--- src/rtl/core/sskbg_pkg.sv ---
// Shared types and constants for the stable key sort batch grouper.
// No dependencies; imported by the controller, datapath and top level.
package sskbg_pkg;

    localparam int MAX_GLYPHS_DEFAULT = 32;

    localparam int DEPTH_W   = 16;
    localparam int TEX_W     = 16;
    localparam int INDEX_W   = 5;
    localparam int BATCH_W   = 5;
    localparam int VOFF_W    = 8;
    localparam int MODE_W    = 2;
    localparam int KEY_W     = 16;
    localparam int PADDR_W   = 2;
    localparam int PDATA_W   = 32;

    localparam logic [VOFF_W-1:0] VERTS_PER_SPRITE = 8'd6;

    localparam logic [MODE_W-1:0] MODE_TEXTURE_ASC = 2'd0;
    localparam logic [MODE_W-1:0] MODE_DEPTH_ASC   = 2'd1;
    localparam logic [MODE_W-1:0] MODE_DEPTH_DESC  = 2'd2;

    localparam logic [PADDR_W-1:0] ADDR_SORT_MODE = 2'd0;

    // Controller to datapath
    typedef struct packed {
        logic scan;   // issue reads and compare records of one selection pass
        logic emit;   // present the selected record as a result
    } sskbg_cmd_t;

    // Datapath to controller
    typedef struct packed {
        logic scan_done;  // all records of the pass read and compared
        logic last_pos;   // the result being emitted is the final one
    } sskbg_sts_t;

endpackage

--- src/rtl/core/stable_key_sort_batch_grouper.sv ---
// Top level of the stable key sort batch grouper: APB register and core wiring.
// Depends on sskbg_pkg, sskbg_ctrl and sskbg_dpath.
//
// Sprite records are taken one per cycle while busy is low (start high).
// A record without frame_end yields nothing; records past MaxGlyphs are
// dropped. The record with frame_end raises busy, and the n stored
// records are then handed out in stable key order, one result per
// record. Each result is found by a selection pass over the record store
// through its single read port: the records are read one by one, the last
// one read is compared, the pass is closed and the result is emitted;
// busy stays high and no record is taken until the last result is out.
// Each result is on the ports for exactly one cycle with result_valid high:
// the receiver cannot stall it and must take it then. last_out marks the
// final result; busy drops and the store is empty in that same cycle.
// sort_mode is sampled when frame_end is taken; write it at byte address 0
// while the block is idle.
module stable_key_sort_batch_grouper
#(
    parameter int MaxGlyphs = sskbg_pkg::MAX_GLYPHS_DEFAULT
)
(
    input  logic                                   clk,
    input  logic                                   rst_n,
    // record input
    input  logic                                   start,
    output logic                                   busy,
    input  logic signed [sskbg_pkg::DEPTH_W-1:0]   depth,
    input  logic        [sskbg_pkg::TEX_W-1:0]     texture_id,
    input  logic                                   frame_end,
    // results
    output logic                                   result_valid,
    output logic        [sskbg_pkg::INDEX_W-1:0]   glyph_index,
    output logic        [sskbg_pkg::TEX_W-1:0]     texture_out,
    output logic        [sskbg_pkg::BATCH_W-1:0]   batch_number,
    output logic        [sskbg_pkg::VOFF_W-1:0]    batch_vertex_offset,
    output logic                                   new_batch,
    output logic                                   last_out,
    // configuration
    input  logic                                   psel,
    input  logic                                   penable,
    input  logic                                   pwrite,
    input  logic        [sskbg_pkg::PADDR_W-1:0]   paddr,
    input  logic        [sskbg_pkg::PDATA_W-1:0]   pwdata,
    output logic        [sskbg_pkg::PDATA_W-1:0]   prdata,
    output logic                                   pready
);
    import sskbg_pkg::*;

    logic              accept;
    logic [MODE_W-1:0] sort_mode_reg;
    sskbg_cmd_t        cmd;
    sskbg_sts_t        sts;

    assign accept = start && !busy;
    assign pready = 1'b1;

    // Register file: only sort_mode, anything else reads as zero
    always_ff @(posedge clk or negedge rst_n)
    begin
        if (!rst_n)
        begin
            sort_mode_reg <= MODE_TEXTURE_ASC;
        end
        else if (psel && penable && pwrite && pready && (paddr == ADDR_SORT_MODE))
        begin
            sort_mode_reg <= pwdata[MODE_W-1:0];
        end
    end

    always_comb
    begin
        prdata = '0;
        if (paddr == ADDR_SORT_MODE)
        begin
            prdata = PDATA_W'(sort_mode_reg);
        end
    end

    sskbg_ctrl u_ctrl
    (
        .clk       (clk),
        .rst_n     (rst_n),
        .accept    (accept),
        .frame_end (frame_end),
        .sts       (sts),
        .cmd       (cmd),
        .busy      (busy)
    );

    sskbg_dpath
    #(
        .MaxGlyphs (MaxGlyphs)
    )
    u_dpath
    (
        .clk                 (clk),
        .rst_n               (rst_n),
        .accept              (accept),
        .depth               (depth),
        .texture_id          (texture_id),
        .frame_end           (frame_end),
        .sort_mode           (sort_mode_reg),
        .cmd                 (cmd),
        .sts                 (sts),
        .result_valid        (result_valid),
        .glyph_index         (glyph_index),
        .texture_out         (texture_out),
        .batch_number        (batch_number),
        .batch_vertex_offset (batch_vertex_offset),
        .new_batch           (new_batch),
        .last_out            (last_out)
    );

endmodule

--- src/rtl/core/sskbg_ctrl.sv ---
// Sequencer for the stable key sort batch grouper: load, scan and emit phases.
// Depends on sskbg_pkg for the command and status types.
module sskbg_ctrl
(
    input  logic                  clk,
    input  logic                  rst_n,
    input  logic                  accept,
    input  logic                  frame_end,
    input  sskbg_pkg::sskbg_sts_t sts,
    output sskbg_pkg::sskbg_cmd_t cmd,
    output logic                  busy
);
    import sskbg_pkg::*;

    typedef enum logic [1:0] {
        ST_LOAD,
        ST_SCAN,
        ST_EMIT
    } state_t;

    state_t state_reg;
    state_t state_next;

    always_comb
    begin
        state_next = state_reg;
        cmd        = '0;
        unique case (state_reg)
            ST_LOAD:
            begin
                if (accept && frame_end)
                begin
                    state_next = ST_SCAN;
                end
            end
            ST_SCAN:
            begin
                cmd.scan = 1'b1;
                if (sts.scan_done)
                begin
                    state_next = ST_EMIT;
                end
            end
            ST_EMIT:
            begin
                cmd.emit   = 1'b1;
                state_next = sts.last_pos ? ST_LOAD : ST_SCAN;
            end
            default:
            begin
                state_next = ST_LOAD;
            end
        endcase
    end

    always_ff @(posedge clk or negedge rst_n)
    begin
        if (!rst_n)
        begin
            state_reg <= ST_LOAD;
        end
        else
        begin
            state_reg <= state_next;
        end
    end

    assign busy = (state_reg != ST_LOAD);

endmodule

--- src/rtl/core/sskbg_dpath.sv ---
// Record store, selection compare and batch bookkeeping for the grouper.
// Depends on sskbg_pkg for widths, sort mode codes and the command/status types.
module sskbg_dpath
#(
    parameter int MaxGlyphs = sskbg_pkg::MAX_GLYPHS_DEFAULT
)
(
    input  logic                                   clk,
    input  logic                                   rst_n,
    input  logic                                   accept,
    input  logic signed [sskbg_pkg::DEPTH_W-1:0]   depth,
    input  logic        [sskbg_pkg::TEX_W-1:0]     texture_id,
    input  logic                                   frame_end,
    input  logic        [sskbg_pkg::MODE_W-1:0]    sort_mode,
    input  sskbg_pkg::sskbg_cmd_t                  cmd,
    output sskbg_pkg::sskbg_sts_t                  sts,
    output logic                                   result_valid,
    output logic        [sskbg_pkg::INDEX_W-1:0]   glyph_index,
    output logic        [sskbg_pkg::TEX_W-1:0]     texture_out,
    output logic        [sskbg_pkg::BATCH_W-1:0]   batch_number,
    output logic        [sskbg_pkg::VOFF_W-1:0]    batch_vertex_offset,
    output logic                                   new_batch,
    output logic                                   last_out
);
    import sskbg_pkg::*;

    localparam int IdxW  = $clog2(MaxGlyphs);
    localparam int CntW  = $clog2(MaxGlyphs + 1);
    localparam int PairW = KEY_W + IdxW;
    localparam logic [CntW-1:0] CntMax = CntW'(MaxGlyphs);
    localparam logic [CntW-1:0] CntOne = CntW'(1);

    // Record store: one write port at load, one registered read port for scans
    logic [DEPTH_W-1:0] depth_mem [MaxGlyphs];
    logic [TEX_W-1:0]   tex_mem   [MaxGlyphs];

    logic [CntW-1:0]    count_reg;
    logic [MODE_W-1:0]  mode_reg;
    logic [CntW-1:0]    issue_reg;
    logic               rd_pend_reg;
    logic [IdxW-1:0]    rd_idx_reg;
    logic [DEPTH_W-1:0] rd_depth_reg;
    logic [TEX_W-1:0]   rd_tex_reg;

    logic [PairW-1:0]   best_pair_reg;
    logic [TEX_W-1:0]   best_tex_reg;
    logic               have_best_reg;
    logic [PairW-1:0]   last_pair_reg;
    logic               have_last_reg;

    logic [CntW-1:0]    pos_reg;
    logic [TEX_W-1:0]   prev_tex_reg;
    logic [BATCH_W-1:0] batch_reg;
    logic [VOFF_W-1:0]  batch_vert_reg;
    logic [VOFF_W-1:0]  pos_vert_reg;

    logic               store_wr;
    logic               frame_go;
    logic               issue_rd;
    logic [KEY_W-1:0]   rd_key;
    logic [PairW-1:0]   rd_pair;
    logic               take;
    logic               fresh;
    logic [BATCH_W-1:0] batch_now;
    logic [VOFF_W-1:0]  vert_now;

    assign store_wr = accept && (count_reg < CntMax);
    assign frame_go = accept && frame_end;
    assign issue_rd = cmd.scan && (issue_reg != count_reg);

    // Sort key: ties fall through to the arrival index in the low bits
    always_comb
    begin
        case (mode_reg)
            MODE_TEXTURE_ASC: rd_key = rd_tex_reg;
            MODE_DEPTH_ASC:   rd_key = rd_depth_reg ^ 16'h8000;
            MODE_DEPTH_DESC:  rd_key = ~(rd_depth_reg ^ 16'h8000);
            default:          rd_key = '0;
        endcase
    end

    assign rd_pair = {rd_key, rd_idx_reg};
    assign take    = rd_pend_reg
                   && (!have_last_reg || (rd_pair > last_pair_reg))
                   && (!have_best_reg || (rd_pair < best_pair_reg));

    assign fresh     = (pos_reg == '0) || (best_tex_reg != prev_tex_reg);
    assign batch_now = (fresh && (pos_reg != '0)) ? batch_reg + BATCH_W'(1) : batch_reg;
    assign vert_now  = fresh ? pos_vert_reg : batch_vert_reg;

    assign sts.scan_done = (issue_reg == count_reg) && !rd_pend_reg;
    assign sts.last_pos  = ((pos_reg + CntOne) == count_reg);

    always_ff @(posedge clk)
    begin
        if (store_wr)
        begin
            depth_mem[count_reg[IdxW-1:0]] <= depth;
            tex_mem[count_reg[IdxW-1:0]]   <= texture_id;
        end
        if (issue_rd)
        begin
            rd_depth_reg <= depth_mem[issue_reg[IdxW-1:0]];
            rd_tex_reg   <= tex_mem[issue_reg[IdxW-1:0]];
            rd_idx_reg   <= issue_reg[IdxW-1:0];
        end
    end

    always_ff @(posedge clk)
    begin
        if (take)
        begin
            best_pair_reg <= rd_pair;
            best_tex_reg  <= rd_tex_reg;
        end
        if (frame_go)
        begin
            mode_reg <= sort_mode;
        end
        if (cmd.emit)
        begin
            last_pair_reg       <= best_pair_reg;
            prev_tex_reg        <= best_tex_reg;
            batch_reg           <= batch_now;
            batch_vert_reg      <= vert_now;
            pos_vert_reg        <= pos_vert_reg + VERTS_PER_SPRITE;
            glyph_index         <= INDEX_W'(best_pair_reg[IdxW-1:0]);
            texture_out         <= best_tex_reg;
            batch_number        <= batch_now;
            batch_vertex_offset <= vert_now;
            new_batch           <= fresh;
            last_out            <= sts.last_pos;
        end
        else if (frame_go)
        begin
            batch_reg    <= '0;
            pos_vert_reg <= '0;
        end
    end

    always_ff @(posedge clk or negedge rst_n)
    begin
        if (!rst_n)
        begin
            count_reg     <= '0;
            issue_reg     <= '0;
            rd_pend_reg   <= 1'b0;
            have_best_reg <= 1'b0;
            have_last_reg <= 1'b0;
            pos_reg       <= '0;
            result_valid  <= 1'b0;
        end
        else
        begin
            result_valid <= cmd.emit;
            rd_pend_reg  <= issue_rd;
            if (store_wr)
            begin
                count_reg <= count_reg + CntOne;
            end
            if (issue_rd)
            begin
                issue_reg <= issue_reg + CntOne;
            end
            if (take)
            begin
                have_best_reg <= 1'b1;
            end
            if (frame_go)
            begin
                issue_reg     <= '0;
                have_best_reg <= 1'b0;
                have_last_reg <= 1'b0;
                pos_reg       <= '0;
            end
            if (cmd.emit)
            begin
                // Restart the selection pass just past the record handed out
                issue_reg     <= '0;
                have_best_reg <= 1'b0;
                have_last_reg <= 1'b1;
                pos_reg       <= pos_reg + CntOne;
                if (sts.last_pos)
                begin
                    count_reg <= '0;
                end
            end
        end
    end

endmodule
--- config.mk ---
export PLATFORM = sky130hd
export DESIGN_NAME = stable_key_sort_batch_grouper
export DESIGN_NICKNAME = d
export VERILOG_FILES = /design/src/rtl/core/sskbg_pkg.sv /design/src/rtl/core/stable_key_sort_batch_grouper.sv /design/src/rtl/core/sskbg_ctrl.sv /design/src/rtl/core/sskbg_dpath.sv
export SDC_FILE = /design/constraint.sdc
export NUM_CORES = 1
export LEC_CHECK = 0
export BUFFER_PORTS_ARGS = -buffer_cell sky130_fd_sc_hd__buf_2
export CAP_MARGIN = 15
export CORE_MARGIN = 2
export CORE_UTILIZATION = 38
export CTS_CLUSTER_DIAMETER = 200
export DETAILED_ROUTE_END_ITERATION = 10
export PLACE_DENSITY = 0.64
export SETUP_SLACK_MARGIN = 0.05
export SLEW_MARGIN = 20
export SYNTH_ARGS = -nofsm -noshare
export SYNTH_HDL_FRONTEND = slang
export SYNTH_SLANG_ARGS = --single-unit
--- constraint.sdc ---
create_clock -name clk -period 7.6 [get_ports clk]
set_input_delay 1.14 -clock clk [delete_from_list [all_inputs] [get_ports clk]]
set_output_delay 1.14 -clock clk [all_outputs]
set_load 0.03 [all_outputs]
---- After elaboration in Yosys (flattened, before gate mapping) ----
Memory sizes are Yosys's and may differ from the RTL's. A register that Yosys moved wholly into a read port is not among the register bits.
Index checks and enable logic that the tools add are counted.
storage, ports and cells
  flip-flop bits (word level) ............. 140
  output and inout bits ................... 71
  input bits .............................. 73
  RAM bits ................................ 1024
  memories kept ........................... 2
  word-level logic and storage cells ...... 102
cells by class
  bitwise gates (word level) .............. 2
  add/sub/neg operators ................... 5
  mux-type cells .......................... 29
  reduce and logical (&&, ||, !) cells .... 29
  eq/ne operators ......................... 10
  magnitude comparators ................... 3
memory list
  memory             depth  bits a word  rd ports  clocked after Yosys merged registers in  wr ports  RTL line           source
  u_dpath.depth_mem  32     16           1         1                                        1         sskbg_dpath.sv:34  logic [DEPTH_W-1:0] depth_mem [MaxGlyphs];
  u_dpath.tex_mem    32     16           1         1                                        1         sskbg_dpath.sv:35  logic [TEX_W-1:0] tex_mem [MaxGlyphs];
operators with widths
  operator               number
  $mux W6                8
  $pmux W16 S3           1
  $mux W8                3
  $gt A21 B21 Y1         1
  $lt A21 B21 Y1         1
  $add A6 B1 Y6 const B  3
  $ne A16 B16 Y1         1
  $not A16 Y16           1
  $mux W5                3
  $eq A6 B6 Y1           2
  $logic_and A1 B1 Y1    11
  $mux W1                10
  $add A8 B3 Y8 const B  1
  $logic_not A2 Y1       3
  $logic_not A6 Y1       1
  $lt A6 B6 Y1 const B   1
  $mux W2                3
  $ne A6 B6 Y1           1
  $pmux W2 S3            1
  $reduce_bool A3 Y1     2
  $reduce_bool A6 Y1     1
  $add A5 B1 Y5 const B  1
  $eq A2 B1 Y1 const B   2
  $eq A2 B2 Y1 const B   2
  7 further kinds        14

---- Logic depth before layout (Yosys ltp) ----
  depth in word-level cells ............... 10
  gate-level depth with buffers ........... 12
  mapped depth without buffers ............ 9

---- By module ----
Synthesis repeated with hierarchy kept, for this count alone.
unflattened totals
  cell total of the unflattened synthesis .. 2085
  area total of the unflattened synthesis .. 46662.3 um^2
by module, submodules not included
  module                         cells each  area an instance (um^2)  sequential area each (um^2)  instances
  sskbg_dpath                    2032        46200.6                  35474.0                      1
  stable_key_sort_batch_grouper  42          344.1                    50.0                         1
  sskbg_ctrl                     11          117.6                    50.0                         1

---- Worst setup path before layout ----
No wires, ideal clock.
  path kind ............................... register -> register
  from .................................... reg u_dpath.mode_reg[0]
  to ...................................... reg u_dpath.best_pair_reg[0] (enable)
  arrival time ............................ 4.379 ns
  stages on the path, launching flop included .. 12
  required time ........................... 7.156 ns
  path slack .............................. 2.777 ns
  library setup time ...................... 0.444 ns
  clock period less this slack ............ 4.823 ns
  path buffers ............................ 3
  path through ............................ edfxtp_1 clkbuf_1 or2_2 clkbuf_1 clkbuf_1 o21a_1 ha_1 and3_1 a221o_1 a221oi_1 o21ai_0 a21oi_1
on the way
  longest elaborated chain between the ends .. 6
  elaborated cells between the ends (all ways) .. 10
  those cells by class .................... order compare (2); eq/ne (2); mux (1); reduce/logical (5)
ends and longest elaborated chain
  what                                  RTL line            source
  start: declaration                    sskbg_dpath.sv:38   logic [MODE_W-1:0] mode_reg;
  start signal: assignment              sskbg_dpath.sv:118  mode_reg <= sort_mode;
  $eq A2 B2 Y1 (tied with other cells)  sskbg_dpath.sv:74   case (mode_reg)
  $pmux W16 S3 *                        sskbg_dpath.sv:74
  named net u_dpath.rd_key[9]           sskbg_dpath.sv:60   logic [KEY_W-1:0] rd_key;
  $gt A21 B21 Y1                        sskbg_dpath.sv:84   && (!have_last_reg || (rd_pair > last_pair_reg))
  $logic_or A1 B1 Y1                    sskbg_dpath.sv:84
  $logic_and A1 B1 Y1                   sskbg_dpath.sv:84
  $logic_and A1 B1 Y1 *                 sskbg_dpath.sv:85   && (!have_best_reg || (rd_pair < best_pair_reg));
  named net u_dpath.take                sskbg_dpath.sv:62   logic take;
  end signal: assignment                sskbg_dpath.sv:113  best_pair_reg <= rd_pair;
  end: declaration                      sskbg_dpath.sv:45   logic [PairW-1:0] best_pair_reg;
Mark *: on every way through the listed nets, which the timed path passes. The rest lies on a longest branch.
A chain may end at the register's enable or synchronous reset.

---- Worst setup path after layout ----
  from .................................... reg u_dpath.mode_reg[0]
  to ...................................... reg u_dpath.best_tex_reg[5] (enable)
on the way
  longest elaborated chain between the ends .. 6
  elaborated cells between the ends (all ways) .. 10
  those cells by class .................... order compare (2); eq/ne (2); mux (1); reduce/logical (5)
ends and longest elaborated chain
  what                                  RTL line            source
  $eq A2 B2 Y1 (tied with other cells)  sskbg_dpath.sv:74
  $pmux W16 S3 *                        sskbg_dpath.sv:74
  named net u_dpath.rd_key[11]          sskbg_dpath.sv:60
  $gt A21 B21 Y1                        sskbg_dpath.sv:84
  $logic_or A1 B1 Y1                    sskbg_dpath.sv:84
  $logic_and A1 B1 Y1                   sskbg_dpath.sv:84
  $logic_and A1 B1 Y1 *                 sskbg_dpath.sv:85
  named net u_dpath.take                sskbg_dpath.sv:62
  end signal: assignment                sskbg_dpath.sv:114  best_tex_reg <= rd_tex_reg;
  end: declaration                      sskbg_dpath.sv:46   logic [TEX_W-1:0] best_tex_reg;
Marks and branches as above.

==> run metrics <==
status=finished clean; cells along the critical path=or2_2 > o21a_1 > ha_1 > nand4_1 > nor4_1 > o21ai_0 > a41o_1 > a21oi_4 > buf_16; Logic pwr share=roughly 25%; H-Tree Depth=3; reg-to-reg slack, setup=3.58 ns; CTS Buf Count=roughly 120; Detail Route Antenna Nets=0; final hold vios=0; Area Overhead vs Synth=13.20%; Most Crowded Layer GR=met2; ys async rst share=2.187%; fillcell total=10,220; vias in the first global route=21,810; n_diodes=0; synthesized area=46,540 sq um; TritonRoute pass-1 iters=5; storage element area=around 36,000 sq um; # IOs=144; Max stage delay on crit path=just over 0.6 ns; number of flops mapped to enable cells by yosys=1,163; PwrDens=between 300 and 400 nW/um^2; Max Slew Vio Count=0; Seq/Total Area, Yosys=76.44%; CP Data Required Time=7.97 ns; worst reg2reg endpoint=u_dpath.best_tex_reg[5]; CP endpoint=u_dpath.best_tex_reg[5]; crit path DAT=4.39 ns; Skew-Pair Late Insertion Delay=between 0.6 and 0.7 ns; RSZ-0062 raised after global routing=false; first-pass GRT wire length=151,900 microns; layout cells sized above 1=approximately 29%; top cell types by occurrence after synthesis=edfxtp_1, mux4_2, nor2_1; worst path buffer plus inverter count=1; Peak VDD IR=0.0003478 V; worst r2r src=u_dpath.mode_reg[0]; clock buffer depth=3; Die Span X=354.0 microns; Clock Power Share=30.5%; final clock skew=0.02452 ns; CTS Hold Bufs=0; max cap viols=0; cell with the most instances after synthesis=edfxtp_1; DRC=0; total wire length=104,600 microns; port bufs=81; Slowest-stage cell, CP=edfxtp_1; FMAX=roughly 250 MHz; Initial Util=38.24%; initial DRC count=2,669; number of stages on the worst setup path=9; final setup fails=0; Sw Pwr=5.020 mW; drt via density=about 5.4; leakage power=16.81 nW; hold_ws=roughly 0.45 ns; gp weighted congestion=0.7818; cells on worst reg2reg path=9; Worst-Margin Slew=1.073 ns; die span in y=approximately 350 microns; clock root cell=clkbuf_16; Post-Synthesis Cells=2,073; Hold Path Depth=0; largest net degree at the start of global routing=154; Mean Syn Cell Area=22.45 sq um; met1 Use GR=23.30%; global route overflow=0; Int Pwr=13.14 mW; pre-CTS setup slack=3.505 ns; Final min period=4.019 ns; Ys Warns=0; Top FF cell, synth=edfxtp_1; Rows=128; post-CTS setup buffers=0; CP endpoint kind=register; final HPWL from detailed placement=54,890 microns; met2 Use GR=26.90%; critical path type=register to register; clock sink count=around 1,200; initial antenna violation count=11; core area=around 120,000 sq um; grt met3 use=3.005%; Placed Area=49,010 sq um; Synth area leader=edfxtp_1; synthesized flop and latch total=approximately 1,200; # resized after CTS=0; Crit path max-delay family=compound AO/OA/AOI/OAI gates; die area=around 130,000 sq um; Sequential Power Share=45.0%; sw frac=27.64%; area fraction of the dominant cell type after synthesis=75.04%; Clk pin slew, worst setup/hold paths=0.06 ns; Worst Path Max Fanout=22; Yosys cell types=44; multi-input logic area=10,390 sq um; CTS tree=done; Hold Path Class=register to register; WL/cell=26.57 microns; Fin Setup TNS=0 ns; Total GRT Usage=16.64%; via count=roughly 21,000; nets=2,344; cell area after layout=around 53,000 sq um; setup ws final=3.581 ns; final period utilization=52.88%; startpoint types=register; Synth area leaders=edfxtp_1, mux4_2, dfrtp_1; Slew Limit Headroom=28.47%; CP startpoint=u_dpath.mode_reg[0]
==> worst register-to-register path: cells and delay by family, from the launching register on <==
family                     cells  cell delay [ns]
and+or+nand+nor                3             1.24
adders and majority gates      1             0.34
AOI/OAI and AO/OA              4             1.27
buffers and inverters          1             0.25
DFF                            1             0.62
==> metal layers <==
layer  vias up  share of wire (%)  wire length, microns
met5         -              0.092                    96
met4        14                2.8                  2887
met3       188                6.9                  7232
met2       822                 49                 50810
met1     11470                 42                 43550
li1       8841                  -                     -
==> power groups by stage <==
stage / clock network [mW] / registers, mW / logic (mW)
detailed placement: 0 / 8.32 / 4.50
global route: 5.89 / 8.22 / 4.78
floorplan: 0 / 7.96 / 3.49
finish: 5.54 / 8.17 / 4.46
global placement: 0 / 8.30 / 4.39
CTS: 5.63 / 8.18 / 4.53
==> stage by stage <==
step | utilization, % | cells | power (mW)
after CTS | 43.28 | 3936 | 18.34
after global routing | 43.28 | 3936 | 18.89
final | 43.28 | 3936 | 18.16
after floorplan | - | 2103 | 11.45
after global placement | 40.25 | 3726 | 12.69
after detailed placement | 40.27 | 3727 | 12.82
==> cell usage in the layout, fill, tap and decap left out, types with 18 or more instances in the layout <==
cell type  count
a21oi_1       21
clkinv_2      19
ha_1          50
nand2_1       31
mux2_2        35
inv_1         52
clkbuf_16    120
nor2_4        29
buf_4         43
mux4_2       320
edfxtp_1    1163
clkinv_1      39
dfrtp_1       21
buf_2         81
clkbuf_1      18
conb_1        32
mux2i_1       19
xor2_1        19
nor2_1        32
xnor2_1       29
==> area by class of cell <==
class,count,area share [%]
Multi-Input combinational cell,731,19.72
Clock buffer,139,5.854
Timing Repair Buffer,127,1.510
Sequential cell,1189,67.55
Clock inverter,70,1.109
Tap cell,1625,3.859
Inverter,55,0.3942
==> cell families after synthesis <==
| group | after synthesis | synth area share [%] |
|---|---|---|
| DFF | 1189 | 76.44 |
| muxes | 374 | 16.74 |
| buffers and inverters | 183 | 2.024 |
| and+or+nand+nor | 157 | 1.578 |
| AOI/OAI and AO/OA | 70 | 0.9571 |
| adders and majority gates | 50 | 1.344 |
| xor gates and xnor gates | 48 | 0.9033 |
| other | 2 | 0.01614 |
==> worst min-delay path by stage <==
| stage | startpoint | endpoint | slack [ns] |
|---|---|---|---|
| 2_1_floorplan | u_dpath.issue_reg[2] | u_dpath.rd_idx_reg[2] | 0.42 |
| 3_3_place_gp | u_dpath.best_pair_reg[9] | u_dpath.last_pair_reg[9] | 0.43 |
| 3_5_place_dp | u_dpath.best_pair_reg[2] | u_dpath.last_pair_reg[2] | 0.43 |
| 4_1_cts | u_dpath.best_pair_reg[2] | u_dpath.last_pair_reg[2] | 0.45 |
| 5_1_grt | u_dpath.best_pair_reg[4] | u_dpath.last_pair_reg[4] | 0.46 |
| 6_report | u_dpath.best_pair_reg[2] | u_dpath.last_pair_reg[2] | 0.45 |
Note: power is estimated with default switching activity, not from simulation.
